`src/hw/rtl/tmbd_pkg.sv`:
```
// ----------------------------------------------------------------------------
// tmbd_pkg: shared types and constants of the trail map blur/decay block
// Geometry limits, field widths, register indexes and the control word that
// follows each accepted word down the filter pipeline.
// ----------------------------------------------------------------------------
package tmbd_pkg;

    localparam int MAX_LINE_LENGTH = 2048;
    localparam int MAX_LINE_COUNT  = 4096;

    localparam int CH_W   = 8;
    localparam int PIX_W  = 3 * CH_W;
    localparam int POS_W  = $clog2(MAX_LINE_LENGTH);   // column index
    localparam int LINE_W = $clog2(MAX_LINE_COUNT);    // line index
    localparam int LEN_W  = POS_W + 1;                 // holds the line length itself
    localparam int CNT_W  = LINE_W + 1;                // holds the line count itself

    // configuration port
    localparam int CFG_LEN_W  = 12;
    localparam int CFG_CNT_W  = 13;
    localparam int CFG_DATA_W = 13;
    localparam int CFG_IDX_W  = 2;

    localparam logic [CFG_IDX_W-1:0] REG_LINE_LENGTH = 2'd0;
    localparam logic [CFG_IDX_W-1:0] REG_LINE_COUNT  = 2'd1;

    // result queue
    localparam int OQ_DEPTH = 16;
    localparam int OQ_AW    = $clog2(OQ_DEPTH);
    localparam int OCC_W    = $clog2(OQ_DEPTH + 1);

    typedef logic [LEN_W-1:0]  len_t;
    typedef logic [CNT_W-1:0]  cnt_t;
    typedef logic [POS_W-1:0]  pos_t;
    typedef logic [LINE_W-1:0] line_t;
    typedef logic [PIX_W-1:0]  pix_t;

    // per-word control decided at acceptance
    typedef struct packed {
        logic pixel;   // real pixel: touches line store and window
        logic emit;    // word produces a result
        logic black;   // result is forced to black
        logic last;    // result is the last of its frame
    } item_ctl_t;

    typedef struct packed {
        logic [CH_W-1:0] red;
        logic [CH_W-1:0] green;
        logic [CH_W-1:0] blue;
        logic            last;
    } result_t;

endpackage

```
`src/hw/rtl/tmbd_outq.sv`:
```
// ----------------------------------------------------------------------------
// tmbd_outq: result queue
// Small first-in first-out store between the datapath and the result port.
// ----------------------------------------------------------------------------
module tmbd_outq (
    input  logic               aclk,
    input  logic               aresetn,
    input  logic               push,
    input  tmbd_pkg::result_t  push_data,
    input  logic               pop,
    output logic               out_valid,
    output tmbd_pkg::result_t  out_data
);

    import tmbd_pkg::*;

    result_t             mem [OQ_DEPTH];
    logic [OQ_AW-1:0]    wp_reg, wp_next;
    logic [OQ_AW-1:0]    rp_reg, rp_next;
    logic [OCC_W-1:0]    cnt_reg, cnt_next;
    logic                full;

    assign out_valid = cnt_reg != '0;
    assign full      = cnt_reg == OCC_W'(OQ_DEPTH);
    assign out_data  = mem[rp_reg];

    always_comb begin
        wp_next  = push ? wp_reg + OQ_AW'(1) : wp_reg;
        rp_next  = pop  ? rp_reg + OQ_AW'(1) : rp_reg;
        cnt_next = cnt_reg + OCC_W'(push) - OCC_W'(pop);
    end

    always_ff @(posedge aclk) begin
        if (!aresetn) begin
            wp_reg  <= '0;
            rp_reg  <= '0;
            cnt_reg <= '0;
        end else begin
            wp_reg  <= wp_next;
            rp_reg  <= rp_next;
            cnt_reg <= cnt_next;
        end
    end

    always_ff @(posedge aclk) begin
        if (push) begin
            mem[wp_reg] <= push_data;
        end
    end

    a_no_overflow: assert property (@(posedge aclk) disable iff (!aresetn)
        !(push && full && !pop))
        else $error("result queue overflow");

    a_no_underflow: assert property (@(posedge aclk) disable iff (!aresetn)
        pop |-> out_valid)
        else $error("result queue underflow");

endmodule

```
`config.mk`:
```
export PLATFORM = sky130hd
export DESIGN_NAME = tmbd_outq
export DESIGN_NICKNAME = d
export VERILOG_FILES = /design/src/hw/rtl/tmbd_pkg.sv /design/src/hw/rtl/tmbd_outq.sv
export SDC_FILE = /design/constraint.sdc
export NUM_CORES = 1
export LEC_CHECK = 0
export ABC_CLOCK_PERIOD_IN_PS = 2100
export BUFFER_PORTS_ARGS = -buffer_cell sky130_fd_sc_hd__buf_4
export CAP_MARGIN = 0
export CORE_MARGIN = 10
export CORE_UTILIZATION = 55
export DETAILED_ROUTE_END_ITERATION = 7
export PLACE_DENSITY = 0.76
export SLEW_MARGIN = 10
export SYNTH_ARGS = -nofsm -noshare
export SYNTH_HDL_FRONTEND = slang
export SYNTH_SLANG_ARGS = --single-unit
export TNS_END_PERCENT = 5
```
`constraint.sdc`:
```
create_clock -name aclk -period 2.1 [get_ports aclk]
set_input_delay 0.105 -clock aclk [delete_from_list [all_inputs] [get_ports aclk]]
set_output_delay 0.105 -clock aclk [all_outputs]
set_load 0.01 [all_outputs]
```
# After elaboration in Yosys (flattened, before gate mapping)
# Memory sizes are Yosys's and may differ from the RTL's. A register that Yosys moved wholly into a read port is not among the register bits.
# Cells that the tools add are included.
totals:
  mem_count: 1
  out_inout_bits: 26
  mem_bits_rw: 400
  ff_bits: 13
mem_list:
  columns: ["memory", "depth", "width", "rd", "rd_clocked_by_memory_dff", "wr", "line_no", "source"]
  rows:
  - ["mem", 16, 25, 1, 1, 1, "tmbd_outq.sv:17", "result_t mem [OQ_DEPTH];"]
classes:
  reduce_logical: 1
  addsub: 4
  mux: 4
ops:
  columns: ["op", "count"]
  rows:
  - ["$add 4x1->4 const B", 2]
  - ["$mux 4", 2]
  - ["$add 5x1->5", 1]
  - ["$reduce_bool 5->1", 1]
  - ["$sub 5x1->5", 1]
  - ["$mux 1", 2]

# Logic depth before layout (Yosys ltp)
depth:
  depth_word: 3
  depth_mapped: 9

# Worst setup path after synthesis
# Ideal clock, no wire load.
synth_path:
  path_type: "register to register"
  start: "reg cnt_reg[0]"
  end: "reg cnt_reg[4]"
  arrival_time_ns: 1.895
  slack_ns: 0.089
  n_path_buf: 0
  t_required_ns: 1.984
  path_stages_with_launch: 10
  cell_sequence: "dfxtp_1 inv_1 ha_1 inv_1 ha_1 fa_1 a21oi_1 nor2_1 or3_1 and3_1"
synth_via:
  elab_chain_cells: 2
synth_rtl:
  columns: ["item", "line_no", "source"]
  rows:
  - ["start: declaration", "tmbd_outq.sv:20", "logic [OCC_W-1:0] cnt_reg, cnt_next;"]
  - ["start signal: assignment", "tmbd_outq.sv:41", "cnt_reg <= cnt_next;"]
  - ["$add 5x1->5", "tmbd_outq.sv:30", "cnt_next = cnt_reg + OCC_W'(push) - OCC_W'(pop);"]
  - ["$sub 5x1->5", "tmbd_outq.sv:30", null]
# Every way passes these cells.
# A chain may end at the register's enable or synchronous reset.

==> qor.yml <==
critical_path:
  cp_top_family: "buffers and inverters"
  required_ps: 2000
  path_buf_inv: 4
  worstPathMaxFanout: 5
  crit_path_cell_trace: "buf_12, buf_8, buf_16, mux4_2, a22oi_2, nand2_2, buf_6"
  critPathSlowestCell: "mux4_2"
  crit_type: "register to primary output"
  critPathMaxStageDelay_ps: 520
  cp-end-kind: "primary output"
  setup.worst_path.start_class: "register"
  cp.arrival_ps: 2280
sta:
  tns_ps: -5586
  finalClockSkew_ps: 16.76
  final_hold_viol_count: 0
  final-setup-viol-count: 25
  rsz0062_at_grt: "true"
  tightest_slew_ps: 587.7
  relSlewSlack_pct: 60.82
  fmax_ghz: 0.4195
  setup_ws_ps: -284.0
  slew_viol_final: 0
  finalCritPeriodShare_pct: 113.5
  min_period_ps: 2384
detailed_routing:
  viasPerCell: 6.274
  routed_wl_mm: 37.52
  vias: 7918
  drc: 0
  ant_nets: 0
  drt-initial-drc-count: 904
  wl_per_cell_um: 29.73
  first_pass_iters: 5
synth:
  synthCells: 709
  avgSynthCellArea_um2: 22.36
  synth_cell_types: 28
  ys_ff_latch: 417
  yosysTopAreaCellShare_pct: 75.76
  synth_ff_type: "edfxtp_1"
  seq_area_frac_synth_pct: 77.91
  synth-edff-count: 400
  synth_warnings: 0
  netlist_area_mm2: 0.01585
  synthTopCellsByArea: "edfxtp_1 (76%), mux4_2 (14%), a22oi_1 (2.4%), dfxtp_1 (2.1%), and2_1 (1.1%)"
  syn_nets: 750
  synth_area_leader_cell: "edfxtp_1"
  async_reset_ff_share_pct: 0
flow_run:
  cap_violations: 0
clocking:
  cts_made_buffers: 41
  clk_pin_slew_worst_paths_ps: 60
  clk_path_buf_depth: 3
  cts-root-buf: "clkbuf_16"
  htree_num_levels: 2
  cts.sinks: 417
  cts_tree: "yes"
  clock_latency_ps: 530
final_layout:
  drive_gt1_share_pct: 34.51
  final_nets: 889
  largest_reg_flops: 400
  fin_util_pct: 67.22
  area_delta_synth_final_pct: 21.05
  diodes: 0
floorplan:
  core-area_mm2: 0.02855
  die_w_um: 189.8
  dieArea_mm2: 0.03602
  rows: 62
  start_util_pct: 55.54
  io_pins: 55
  die_h_um: 189.8
grt:
  grt_max_degree: 37
  grtUsageTotal_pct: 21.04
  grt_pass1_vias: 8439
  antenna_found_initial: 0
  grt_pass1_wl_mm: 55.43
  gr-total-overflow: 0
placed_design:
  gp_congestion: 0.7676
  io_buffers: 54
  preCtsSetupSlack_ps: -94.73
  dpl.hpwl_mm: 17.78
power_and_ir_drop:
  finalPower_uw: 18340
  peakVddDrop_v: 0.0006151
  leakagePower_uw: 0.006197
  powerDensity_mw_per_mm2: 955.7
status:
  outcome: "finished, violations left"
  failed_checks: "negative setup slack"
hold_path:
  hold_path_class: "input port to register"
## path summary, 6_finish.rpt
kind / start / endpoint / slack [ps] / depth (start not counted)
worst max-delay path: register / out_data[4] / -280 / 7
worst min-delay path: push_data[16] / mem[9][16] / 420 / 2
worst max register to register: cnt_reg[0] / cnt_reg[4] / 0 / 9
worst min register to register: wp_reg[1] / wp_reg[1] / 580 / 2
## layout make-up
class	count	area, um^2
clock inverter	18	168.9
multi-input combinational	249	3468
fill	1775	9356
clock buffer	55	1141
tap	384	480.5
timing repair buffer	131	1543
inverter	8	30.03
sequential	417	12360
## stage by stage
step           hold WS [ps]  instances  cell area, um^2
3_5_place_dp          401.8       1146            17010
5_1_grt               435.8       1262            19190
4_1_cts               406.4       1261            19120
2_1_floorplan         203.9        709            15850
3_3_place_gp          382.5       1146            17010
6_report              421.6       1262            19190
## metal layers
layer	wire [um]	part of all wire, %	track usage (%)
met5	0	0	0
met4	1077	2.9	6.654
met3	3494	9.3	4.522
met2	19430	52	35.46
met1	13510	36	26.98
## power breakdown
group	total [uW]	internal (uW)	switching, uW	leakage [uW]
Clock	7170	4190	2980	0.000636
Combinational	1840	959	885	0.00181
Sequential	9330	9260	73.9	0.00375
Total	18300	14400	3940	0.00620
## logic make-up after synthesis
logic type,Yosys count,share of synthesized area [%]
muxes,102,14.33
and+or+nand+nor,72,2.352
adders and majority gates,12,0.9944
buffers and inverters,43,1.405
xor gates and xnor gates,9,0.4972
AOI/OAI and AO/OA,54,2.510
DFF,417,77.91
## Yosys cell counts (all sizes together), types with 4 or more instances
cell    instances
a22oi          50
nor2b           4
buf            22
and2           28
nor2            4
dfxtp          17
clkbuf         13
nand2          28
ha             11
edfxtp        400
inv             8
xor2            4
xnor2           5
mux4          100
## cell usage in the layout (no fill, tap or decap), drive strengths merged
| master | netlist | final |
|---|---|---|
| a21o | 1 | 1 |
| nand2 | 28 | 28 |
| xnor2 | 5 | 5 |
| dlygate4sd3 | 0 | 28 |
| o21ai | 1 | 1 |
| bufinv | 0 | 3 |
| ha | 11 | 11 |
| and3b | 1 | 1 |
| nand4 | 2 | 2 |
| and3 | 2 | 2 |
| dfxtp | 17 | 17 |
| buf | 22 | 102 |
| nor3b | 1 | 1 |
| clkinvlp | 0 | 1 |
| xor2 | 4 | 4 |
| edfxtp | 400 | 400 |
| clkbuf | 13 | 56 |
| or3 | 1 | 1 |
| mux4 | 100 | 100 |
| nand3 | 1 | 1 |
| a21oi | 2 | 2 |
| clkinv | 0 | 12 |
| fa | 1 | 1 |
| nor2b | 4 | 4 |
| and2 | 28 | 28 |
| a22oi | 50 | 50 |
| mux2i | 2 | 2 |
| nor2 | 4 | 4 |
| inv | 8 | 10 |
## what timing repair did
item	in CTS	in global routing
hold buffers	28	0
endpoints found under the setup margin	26	26
cloned	9	1
buffers inserted	5	0
pin swaps	40	11
gates resized for setup	56	11
hold endpoints to repair	417	0
## worst reg2reg max path: stages (launching register included)
cell and delay, ps:
dfxtp_1 310, inv_1 50, ha_1 270, inv_1 40, ha_1 210, fa_2 380, a21oi_2 130, nor2_1 60
or3_1 350, and3_1 190
(Power assumes the default switching activity.)
