$ cat config.mk
export PLATFORM = sky130hd
export DESIGN_NAME = tmbd_ctrl
export DESIGN_NICKNAME = d
export VERILOG_FILES = /design/src/hw/rtl/tmbd_pkg.sv /design/src/hw/rtl/tmbd_ctrl.sv
export SDC_FILE = /design/constraint.sdc
export NUM_CORES = 1
export LEC_CHECK = 0
export BUFFER_PORTS_ARGS = -buffer_cell sky130_fd_sc_hd__buf_2
export CAP_MARGIN = 20
export CORE_MARGIN = 1
export CORE_UTILIZATION = 60
export CTS_CLUSTER_SIZE = 20
export DETAILED_ROUTE_END_ITERATION = 10
export PLACE_DENSITY = 0.87
export SLEW_MARGIN = 20
export SYNTH_ARGS = -nofsm -noshare
export SYNTH_HDL_FRONTEND = slang
export SYNTH_SLANG_ARGS = --single-unit
$ cat constraint.sdc
create_clock -name aclk -period 3.8 [get_ports aclk]
set_clock_uncertainty 0.15 [all_clocks]
set_input_delay 0.76 -clock aclk [delete_from_list [all_inputs] [get_ports aclk]]
set_output_delay 0.76 -clock aclk [all_outputs]
set_load 0.005 [all_outputs]
$ cat src/hw/rtl/tmbd_pkg.sv
// ----------------------------------------------------------------------------
// tmbd_pkg: shared types and constants of the trail map blur/decay block
// Geometry limits, field widths, register indexes and the control word that
// follows each accepted word down the filter pipeline.
// ----------------------------------------------------------------------------
package tmbd_pkg;

    localparam int MAX_LINE_LENGTH = 2048;
    localparam int MAX_LINE_COUNT  = 4096;

    localparam int CH_W   = 8;
    localparam int PIX_W  = 3 * CH_W;
    localparam int POS_W  = $clog2(MAX_LINE_LENGTH);   // column index
    localparam int LINE_W = $clog2(MAX_LINE_COUNT);    // line index
    localparam int LEN_W  = POS_W + 1;                 // holds the line length itself
    localparam int CNT_W  = LINE_W + 1;                // holds the line count itself

    // configuration port
    localparam int CFG_LEN_W  = 12;
    localparam int CFG_CNT_W  = 13;
    localparam int CFG_DATA_W = 13;
    localparam int CFG_IDX_W  = 2;

    localparam logic [CFG_IDX_W-1:0] REG_LINE_LENGTH = 2'd0;
    localparam logic [CFG_IDX_W-1:0] REG_LINE_COUNT  = 2'd1;

    // result queue
    localparam int OQ_DEPTH = 16;
    localparam int OQ_AW    = $clog2(OQ_DEPTH);
    localparam int OCC_W    = $clog2(OQ_DEPTH + 1);

    typedef logic [LEN_W-1:0]  len_t;
    typedef logic [CNT_W-1:0]  cnt_t;
    typedef logic [POS_W-1:0]  pos_t;
    typedef logic [LINE_W-1:0] line_t;
    typedef logic [PIX_W-1:0]  pix_t;

    // per-word control decided at acceptance
    typedef struct packed {
        logic pixel;   // real pixel: touches line store and window
        logic emit;    // word produces a result
        logic black;   // result is forced to black
        logic last;    // result is the last of its frame
    } item_ctl_t;

    typedef struct packed {
        logic [CH_W-1:0] red;
        logic [CH_W-1:0] green;
        logic [CH_W-1:0] blue;
        logic            last;
    } result_t;

endpackage

$ cat src/hw/rtl/tmbd_ctrl.sv
// ----------------------------------------------------------------------------
// tmbd_ctrl: geometry registers and scan bookkeeping
// Tracks input position, output position and the owed frame tail, and
// classifies each offered word (pixel/padding, result, black, last).
// ----------------------------------------------------------------------------
module tmbd_ctrl (
    input  logic                             aclk,
    input  logic                             aresetn,
    input  logic                             cfg_wr_en,
    input  logic [tmbd_pkg::CFG_IDX_W-1:0]   cfg_index,
    input  logic [tmbd_pkg::CFG_DATA_W-1:0]  cfg_data,
    input  logic                             acc,
    input  logic                             is_pixel,
    output tmbd_pkg::item_ctl_t              ctl,
    output tmbd_pkg::pos_t                   rd_addr,
    output logic                             restart
);

    import tmbd_pkg::*;

    localparam int LEN_RESET = 1080;
    localparam int CNT_RESET = 1920;

    function automatic len_t sat_len(logic [CFG_LEN_W-1:0] v);
        len_t r;
        if (v < CFG_LEN_W'(3)) begin
            r = len_t'(3);
        end else if (v > CFG_LEN_W'(MAX_LINE_LENGTH)) begin
            r = len_t'(MAX_LINE_LENGTH);
        end else begin
            r = len_t'(v);
        end
        return r;
    endfunction

    function automatic cnt_t sat_cnt(logic [CFG_CNT_W-1:0] v);
        cnt_t r;
        if (v < CFG_CNT_W'(3)) begin
            r = cnt_t'(3);
        end else if (v > CFG_CNT_W'(MAX_LINE_COUNT)) begin
            r = cnt_t'(MAX_LINE_COUNT);
        end else begin
            r = cnt_t'(v);
        end
        return r;
    endfunction

    len_t  w_reg, w_next;
    cnt_t  h_reg, h_next;
    pos_t  pos_reg, pos_next;
    line_t line_reg, line_next;
    pos_t  ocol_reg, ocol_next;
    line_t oline_reg, oline_next;
    len_t  tail_reg, tail_next;

    logic at_end, last_line, tail_pend, body_emit, border, out_end, out_last_line;

    assign restart = cfg_wr_en &&
                     (cfg_index == REG_LINE_LENGTH || cfg_index == REG_LINE_COUNT);
    assign rd_addr = pos_reg;

    always_comb begin
        at_end        = (len_t'(pos_reg) + len_t'(1)) == w_reg;
        last_line     = (cnt_t'(line_reg) + cnt_t'(1)) == h_reg;
        out_end       = len_t'(ocol_reg) == (w_reg - len_t'(1));
        out_last_line = cnt_t'(oline_reg) == (h_reg - cnt_t'(1));
        tail_pend     = tail_reg != '0;
        // one line plus one pixel must be in before the first result
        body_emit     = (line_reg >= line_t'(2)) ||
                        (line_reg == line_t'(1) && pos_reg != '0);
        border        = oline_reg == '0 || out_last_line || ocol_reg == '0 || out_end;

        ctl.pixel = is_pixel;
        ctl.emit  = tail_pend || (is_pixel && body_emit);
        ctl.black = tail_pend || border;
        ctl.last  = out_end && out_last_line;
    end

    always_comb begin
        w_next     = w_reg;
        h_next     = h_reg;
        pos_next   = pos_reg;
        line_next  = line_reg;
        ocol_next  = ocol_reg;
        oline_next = oline_reg;
        tail_next  = tail_reg;
        if (restart) begin
            if (cfg_index == REG_LINE_LENGTH) begin
                w_next = sat_len(cfg_data[CFG_LEN_W-1:0]);
            end else begin
                h_next = sat_cnt(cfg_data[CFG_CNT_W-1:0]);
            end
            pos_next   = '0;
            line_next  = '0;
            ocol_next  = '0;
            oline_next = '0;
            tail_next  = '0;
        end else if (acc) begin
            if (ctl.emit) begin
                if (out_end) begin
                    ocol_next  = '0;
                    oline_next = out_last_line ? '0 : oline_reg + line_t'(1);
                end else begin
                    ocol_next = ocol_reg + pos_t'(1);
                end
                if (tail_pend) begin
                    tail_next = tail_reg - len_t'(1);
                end
            end
            if (is_pixel) begin
                if (at_end) begin
                    pos_next = '0;
                    if (last_line) begin
                        line_next = '0;
                        tail_next = w_reg + len_t'(1);
                    end else begin
                        line_next = line_reg + line_t'(1);
                    end
                end else begin
                    pos_next = pos_reg + pos_t'(1);
                end
            end
        end
    end

    always_ff @(posedge aclk) begin
        if (!aresetn) begin
            w_reg     <= len_t'(LEN_RESET);
            h_reg     <= cnt_t'(CNT_RESET);
            pos_reg   <= '0;
            line_reg  <= '0;
            ocol_reg  <= '0;
            oline_reg <= '0;
            tail_reg  <= '0;
        end else begin
            w_reg     <= w_next;
            h_reg     <= h_next;
            pos_reg   <= pos_next;
            line_reg  <= line_next;
            ocol_reg  <= ocol_next;
            oline_reg <= oline_next;
            tail_reg  <= tail_next;
        end
    end

    a_pos_in_line: assert property (@(posedge aclk) disable iff (!aresetn)
        len_t'(pos_reg) < w_reg && len_t'(ocol_reg) < w_reg)
        else $error("column index outside line");

    a_tail_bound: assert property (@(posedge aclk) disable iff (!aresetn)
        {1'b0, tail_reg} <= {1'b0, w_reg} + (LEN_W+1)'(1))
        else $error("owed tail exceeds one line plus one");

endmodule

### Yosys cells after proc, flatten, opt, wreduce, memory -nomap -nowiden

Index checks and enable logic that the tools add are counted.

* bits in registers: 83
* input port bits: 20
* output and inout bits: 16
* logic and storage cells: 66

* add/sub/neg operators: 10
* $lt $le $gt $ge: 5
* equality and inequality tests: 6
* mux-type cells: 13
* bitwise operators: 2
* reduce and logical (&&, ||, !) cells: 23

Operator list (number)
* 12-bit two-way mux: 9
* 12-bit by 1-bit adder with 12-bit output, second input constant: 3
* 13-bit two-way mux: 2
* 12-bit by 1-bit subtractor with 12-bit output, second input constant: 2
* 11-bit by 1-bit adder with 11-bit output, second input constant: 2
* 11-bit two-way mux: 2
* 12-bit by 1-bit adder with 13-bit output, second input constant: 1
* 12-bit by 13-bit == test with 1-bit output: 1
* 13-bit == test: 1
* 13-bit greater-than comparator, second input constant: 1
* 13-bit by 2-bit less-than comparator with 1-bit output, second input constant: 1
* 13-bit by 1-bit subtractor with 13-bit output, second input constant: 1
* 11-bit by 1-bit adder with 12-bit output, second input constant: 1
* 11-bit by 12-bit == test with 1-bit output: 1
* 12-bit by 1-bit == test with 1-bit output, second input constant: 1
* 12-bit == test: 1
* 12-bit by 2-bit >= comparator with 1-bit output, second input constant: 1
* 12-bit greater-than comparator, second input constant: 1
* 12-bit zero test: 1
* 12-bit by 2-bit less-than comparator with 1-bit output, second input constant: 1
* 12-bit nonzero test: 1
* 11-bit zero test: 1
* 11-bit nonzero test: 1
* 2-bit AND reduction: 4
* 7 further kinds: 18

### Depth between registers and ports, before layout

Gate-level depths: netlist (run 1).

* depth in word-level cells: 9
* gate-level depth with buffers: 12
* depth with buffers taken out: 10

### Least setup slack after synthesis (run 1)

No wires, ideal clock.

* kind: register to output
* start: register w_reg[1]
* end: output ctl[0] (netlist name)
* data arrival time: 2.619 ns
* data required time: 2.890 ns
* path slack: 0.271 ns
* cell stages (with the launch flop): 10
* buffers on the path: 1
* cell sequence: dfxtp_1 -> buf_2 -> inv_1 -> ha_1 -> or4b_2 -> or3_1 -> mux2_2 -> mux2i_1 -> or4_1 -> nor2_1

RTL lines
* start: declaration: line tmbd_ctrl.sv:48 `len_t w_reg, w_next;`
* start signal: assignment: line tmbd_ctrl.sv:128 `w_reg <= len_t'(LEN_RESET);`
* start signal: assignment: line tmbd_ctrl.sv:136 `w_reg <= w_next;`
* end: declaration: line tmbd_ctrl.sv:14 `output tmbd_pkg::item_ctl_t ctl,`

==> metrics.yaml, run 1 <==
outcome:
  status: "complete, no violations"
floorplan:
  io_pins: 36
  die_width_um: 103
  core_sq_um: 9820
  initial_core_util_pct: 62.3
  die_h_um: 103
  die_area_sq_um: 10600
  rows: 36
global_route:
  grt_pass1_vias: 5697
  grt_usage_pct: 32.5
  grt_pass1_wl_um: 27100
  overflow: 0
  antenna_found_initial: 0
  grt_max_degree: 28
timing:
  finalMaxSlewViolations: 0
  finalHoldViolCount: 0
  finalSetupViolCount: 0
  fmax_mhz: 267
  min_period_over_period_pct: 98.5
  period_needed_ps: 3740
  worst_slew_pin_slew_ps: 805
  slew_headroom_pct: 46.3
setup_path:
  crit_type: "reg2out"
  cp-endpoint: "ctl[0]"
  reg2reg_to: "line_reg[5]$_SDFFE_PP0P_"
  cp_data_required_time_ps: 2890
  startpoint: "w_reg[0]$_SDFFE_PN0P_"
  endpoint_kind: "output port"
  r2r_start: "rd_addr[0]$_SDFFE_PP0P_"
  reg2reg_slack_ps: 220
  cp-start-kind: "register"
  cp.arrival_ps: 2830
  r2r.worst_path.cells: 10
  path_max_fanout: 9
placed_design:
  dp_cells: 940
  io_buffer_count: 35
  dpl_cell_area_sq_um: 6330
  place_congestion: 0.973
  dp_hpwl_um: 12000
synth:
  synthTopCellsByCount: "83 x dfxtp_1, 71 x nor2_1, 68 x nand2_1"
  yosysSeqAreaShare_pct: 27.1
  synth.top_cell.area_share_pct: 27.1
  synth_warnings: 0
  syn_inst: 811
  synth_flop_cell: "dfxtp_1"
  synth_edf_count: 0
  async_flop_share_pct: 0
  ys_seq_elements: 83
  synth_top_area_cell: "dfxtp_1"
  synth_most_common_cell: "dfxtp_1"
  synth_fp_nets: 844
  syn_area_per_cell_sq_um: 7.55
  synth_cell_types: 76
  synth.area.top_cells: "dfxtp_1 27%, xnor2_1 8.0%, a21oi_1 4.6%"
  syn-cell-area_sq_um: 6120
job:
  drv_cap: 0
pwr:
  leakagePower_nw: 2.25
  peakVddDrop_v: 0.000394
  p_per_area_nw_per_um2: 436
  power_mw: 2.89
routing:
  wire_per_inst_um: 17.6
  drt_wl_total_um: 16800
  num_vias: 6300
  viasPerCell: 6.57
  antenna_left: 0
  drtPass1Iterations: 5
  drc: 0
  first_iter_violations: 671
clock_tree:
  cts_root_buf: "clkbuf_8"
  clk_pin_slew_ps: 90
  clkLatencyLatePin_ps: 370
  cts_tree: "built"
  cts_sinks: 83
  numCtsBuffers: 9
  cts_hold_buffers: 0
  htreeDepth: 3
  clockBufferDepth: 2
min_path:
  hold_path_class: "reg2reg"
finish:
  fin_nets: 854
  area_growth_syn_to_layout_pct: 8.20
  n_antenna_cell: 0
  final_util_pct: 67.5
  final_cell_area_sq_um: 6620
  instances_no_fill: 959
  drive_above_1_share_pct: 13.6
  largest_reg_flops: 13
routing by layer:
metal	global-route usage, %	share of wire (%)
met1	42.6	41
met2	52.9	48
met3	5.02	8.4
met4	14.2	2.4
met5	0	0
cell families after synthesis:
family / share of synthesized area (%)
XOR/XNOR: 11.6
buffers and inverters: 6.34
flip-flops: 27.1
multiplexers: 2.49
adder cells (fa/ha/maj): 2.66
AND/OR/NAND/NOR: 34.3
AO/OA/AOI/OAI: 15.5
through the flow:
stage	TNS, ps	hold slack [ps]	setup WS (ps)
CTS	-0.175	342	-0.175
finish	0	349	56.2
global placement	0	313	204
detailed placement	0	331	135
global route	-3.65	377	-3.65
floorplan	0	298	271
worst min path at each step:
stage	from	endpoint	slack [ps]	depth (start not counted)
floorplan	tail_reg[8]$_SDFFE_PP0P_	tail_reg[8]$_SDFFE_PP0P_	300	2
global placement	tail_reg[8]$_SDFFE_PP0P_	tail_reg[8]$_SDFFE_PP0P_	310	2
detailed placement	tail_reg[8]$_SDFFE_PP0P_	tail_reg[8]$_SDFFE_PP0P_	330	2
CTS	tail_reg[8]$_SDFFE_PP0P_	tail_reg[8]$_SDFFE_PP0P_	340	2
global route	tail_reg[10]$_SDFFE_PP0P_	tail_reg[10]$_SDFFE_PP0P_	380	2
finish	tail_reg[10]$_SDFFE_PP0P_	tail_reg[10]$_SDFFE_PP0P_	350	2
area by class of cell:
class                      count  area (sq um)
timing repair buffer          57           340
clock buffer                  12           135
inverter                      31           116
multi-input combinational    639          4150
tap                          133           166
clock inverter                 4          51.3
sequential                    83          1660
fill                         841          3200
repair_timing:
item	4_1_cts	5_1_grt
gates resized for setup	8	9
setup endpoints to repair	2	2
pin swaps	0	6
setup buffers	0	3
power breakdown:
part	switching, mW	total (mW)	internal [mW]
sequential	0.0846	1.03	0.943
combinational	0.754	1.22	0.463
clock	0.341	0.646	0.305
worst max-delay path, cell delays in order (launching register included):
cell     delay [ps]
dfxtp_1         330
buf_4           170
or4_4           580
o31a_1          290
o21ai_2         180
a31oi_4         120
or4_4           590
nor2_2          100
buf_2           110
cell usage in the layout (no fill, tap or decap), types with 23 or more instances in the layout:
cell type and n:
dfxtp_1 83, nand3_1 36, nor2_1 70, a21oi_1 56, nor3_1 25, buf_2 35, xor2_1 23, inv_1 29
o21ai_0 36, xnor2_1 56, nand2_1 68, nor4_1 23
(Power assumes the default switching activity.)
==> inputs of run 2 (changes only) <==
--- a/config.mk
+++ b/config.mk
@@ -5,9 +5,10 @@
 export SDC_FILE = /design/constraint.sdc
 export NUM_CORES = 1
 export LEC_CHECK = 0
+export ABC_AREA = 1
 export BUFFER_PORTS_ARGS = -buffer_cell sky130_fd_sc_hd__buf_2
 export CAP_MARGIN = 20
-export CORE_MARGIN = 1
+export CORE_MARGIN = 1.5
 export CORE_UTILIZATION = 60
 export CTS_CLUSTER_SIZE = 20
 export DETAILED_ROUTE_END_ITERATION = 10
==> run 2 against run 1 <==
Sequential power fell by 6%. Synthesized cell count rose by 28%. Combinational power shrank 52%. Global-route usage up 0.39 points. Largest cell class unchanged. Largest power group is now sequential cells. Highest routed layer unchanged.
==> metrics.yaml, run 2 <==
floorplan:
  die_h_um: 107
  rows: 37
  io_pins: 36
  initial_core_util_pct: 62.2
  die_area_sq_um: 11400
  die_width_um: 107
  core_sq_um: 10400
setup_path:
  cp.arrival_ps: 2620
  cpPeakStageDelay_ps: 450
  r2r.worst_path.cells: 16
  path_buf_inv: 2
  r2r_start: "line_reg[0]$_SDFFE_PP0P_"
  crit_chain: "inv_1 -> ha_1 -> nor2_1 -> nor4_2 -> nand4_1 -> nor3_1 -> nand3_1 -> nor2_1 -> buf_2"
  cp_slowest_cell: "dfxtp_1"
  cp-start-kind: "register"
  path_max_fanout: 7
  cpMostUsedCell: "nor2_1"
  critPathTopFamily: "simple AND/OR/NAND/NOR gates"
  reg2reg_to: "tail_reg[3]$_SDFFE_PP0P_"
  reg2reg_slack_ps: 840
  crit_type: "reg2out"
  endpoint_kind: "output port"
  cp_data_required_time_ps: 2890
finish:
  largest_reg_flops: 13
  drive_above_1_share_pct: 9.38
  n_antenna_cell: 0
  fillers: 979
  final_cell_mix: "273 x nand2_1, 116 x nor2_1, 110 x inv_1"
  seq_area_sq_um: 1660
  area_growth_syn_to_layout_pct: 6.51
  layout_commonest_cell: "nand2_1"
  final_cell_area_sq_um: 6900
  fin_nets: 1094
  multi_input_area_sq_um: 4220
pwr:
  p_per_area_nw_per_um2: 317
  power_mw: 2.19
  leakagePower_nw: 2.77
  peakVddDrop_v: 0.000249
global_route:
  overflow: 0
  grt_pass1_vias: 6097
  grt_max_degree: 23
  antenna_found_initial: 0
  grt_usage_pct: 32.8
  grt_pass1_wl_um: 29500
synth:
  syn_inst: 1042
  synth.top_cell.area_share_pct: 25.6
  ys_seq_elements: 83
  synth_top_area_cell: "dfxtp_1"
  synth_most_common_cell: "nand2_1"
  synthTopCellsByCount: "273 x nand2_1, 116 x nor2_1, 110 x inv_1"
  synth_edf_count: 0
  synth_warnings: 0
  syn-cell-area_sq_um: 6480
  synth_flop_cell: "dfxtp_1"
  synth_fp_nets: 1075
  synth_cell_types: 45
  synth.area.top_cells: "dfxtp_1 26%, nand2_1 16%, nand3_1 8.4%"
  yosysSeqAreaShare_pct: 25.6
  syn_area_per_cell_sq_um: 6.22
  async_flop_share_pct: 0
timing:
  finalMaxSlewViolations: 0
  worst_slew_pin_slew_ps: 802
  setup_tns_ps: 0
  fmax_mhz: 283
  slew_headroom_pct: 46.1
  finalSetupViolCount: 0
  fin_ws_ps: 269
  finalHoldViolCount: 0
  period_needed_ps: 3530
  hold_slack_ps: 366
  rsz0062_at_grt: "false"
  min_period_over_period_pct: 92.9
clock_tree:
  cts_root_buf: "clkbuf_8"
  clkLatencyLatePin_ps: 400
  cts_hold_buffers: 0
  cts_sinks: 83
  cts_tree: "built"
  clk_pin_slew_ps: 90
  numCtsBuffers: 9
  htreeDepth: 3
  clockBufferDepth: 2
  post_cts_buffers: 0
routing:
  first_iter_violations: 692
  num_vias: 6888
  drc: 0
  viasPerCell: 5.73
  wire_per_inst_um: 15.2
  drt_wl_total_um: 18200
  drtPass1Iterations: 7
  antenna_left: 0
job:
  drv_cap: 0
min_path:
  hold_path_class: "reg2reg"
  min_path_cells: 2
  hold_path_end: "tail_reg[6]$_SDFFE_PP0P_"
  hold_start: "tail_reg[6]$_SDFFE_PP0P_"
placed_design:
  dpl_worst_slack_ps: 685
  io_buffer_count: 35
  dpl_cell_area_sq_um: 6710
  place_congestion: 0.988
  dp_hpwl_um: 13600
outcome:
  status: "complete, no violations"
## run 2: cell types whose count changed in the layout (fill, tap and decap cells not counted), sizes merged, moves of 11 or more
cell | previous run | this run
nand2 | 68 | 275
inv | 30 | 120
nand3 | 37 | 113
nor2 | 74 | 134
xnor2 | 57 | 17
xor2 | 23 | 50
nor2b | 22 | 0
or3 | 21 | 0
a21oi | 56 | 72
buf | 57 | 42
nor4 | 28 | 13
mux2i | 13 | 0
nand2b | 12 | 0
and3 | 12 | 1
## run 2: logic make-up (layout without fill, tap and decap cells)
group,Yosys count,in the layout,synth area share (%)
xor gates and xnor gates,69,69,9.86
DFF,83,83,25.6
buffers and inverters,151,175,9.34
adders and majority gates,13,13,2.51
and+or+nand+nor,602,602,42.3
AOI/OAI and AO/OA,124,124,10.4
## run 2: cell type report
type                            instances  area share [%]
Multi-Input combinational cell        808            61.1
Clock buffer                            9            1.79
Clock inverter                          7           0.870
Sequential cell                        83            24.1
Timing Repair Buffer                   42            3.30
Tap cell                              136            2.47
Inverter                              117            6.36
## run 2: worst register-to-register path, cell delays in order, from the launching register on
cell and delay, ps:
dfxtp_1 490, ha_1 240, nand3_1 160, nor2_4 200, nand2_1 70, nand2_1 80, nand2_1 70, nand2_1 70
nand2_1 50, nor2_1 80, nand3_1 120, nor2_4 480, nand3_4 260, nand3_1 140, nand3_1 80, nand2_1 70
inv_1 40
## run 2: how the worst max path moves through the flow
stage,end,from,cells past startpoint
after floorplan,ctl[0],w_reg[0]$_SDFFE_PN0P_,8
after global placement,ctl[0],w_reg[0]$_SDFFE_PN0P_,9
after global routing,ctl[0],w_reg[0]$_SDFFE_PN0P_,9
after detailed placement,ctl[0],w_reg[0]$_SDFFE_PN0P_,9
after CTS,ctl[0],w_reg[0]$_SDFFE_PN0P_,9
final,ctl[0],w_reg[0]$_SDFFE_PN0P_,9
## run 2: where the power goes
part	switching, mW	internal (mW)	total (mW)
clock	0.379	0.247	0.626
combinational	0.375	0.215	0.590
sequential	0.0610	0.910	0.971
## run 2: metrics by stage
| step | util (%) | instances |
|---|---|---|
| CTS | 66.2 | 1202 |
| global route | 66.3 | 1202 |
| global placement | 64.4 | 1186 |
| detailed placement | 64.4 | 1186 |
| finish | 66.3 | 1202 |
| floorplan | - | 1042 |
## run 2: timing repair
item | CTS | global route
resized for setup | 0 | 1
endpoints found under the setup margin | 0 | 2
hold endpoints to repair | 0 | 0
## run 2: per-layer routing
metal / vias to the layer above / global-route usage [%] / part of all wire [%]
li1: 3433 / - / -
met5: - / 0 / 0
met1: 3122 / 41.2 / 42
met2: 285 / 54.3 / 47
met4: 0 / 13.0 / 2.5
met3: 48 / 7.66 / 8.6
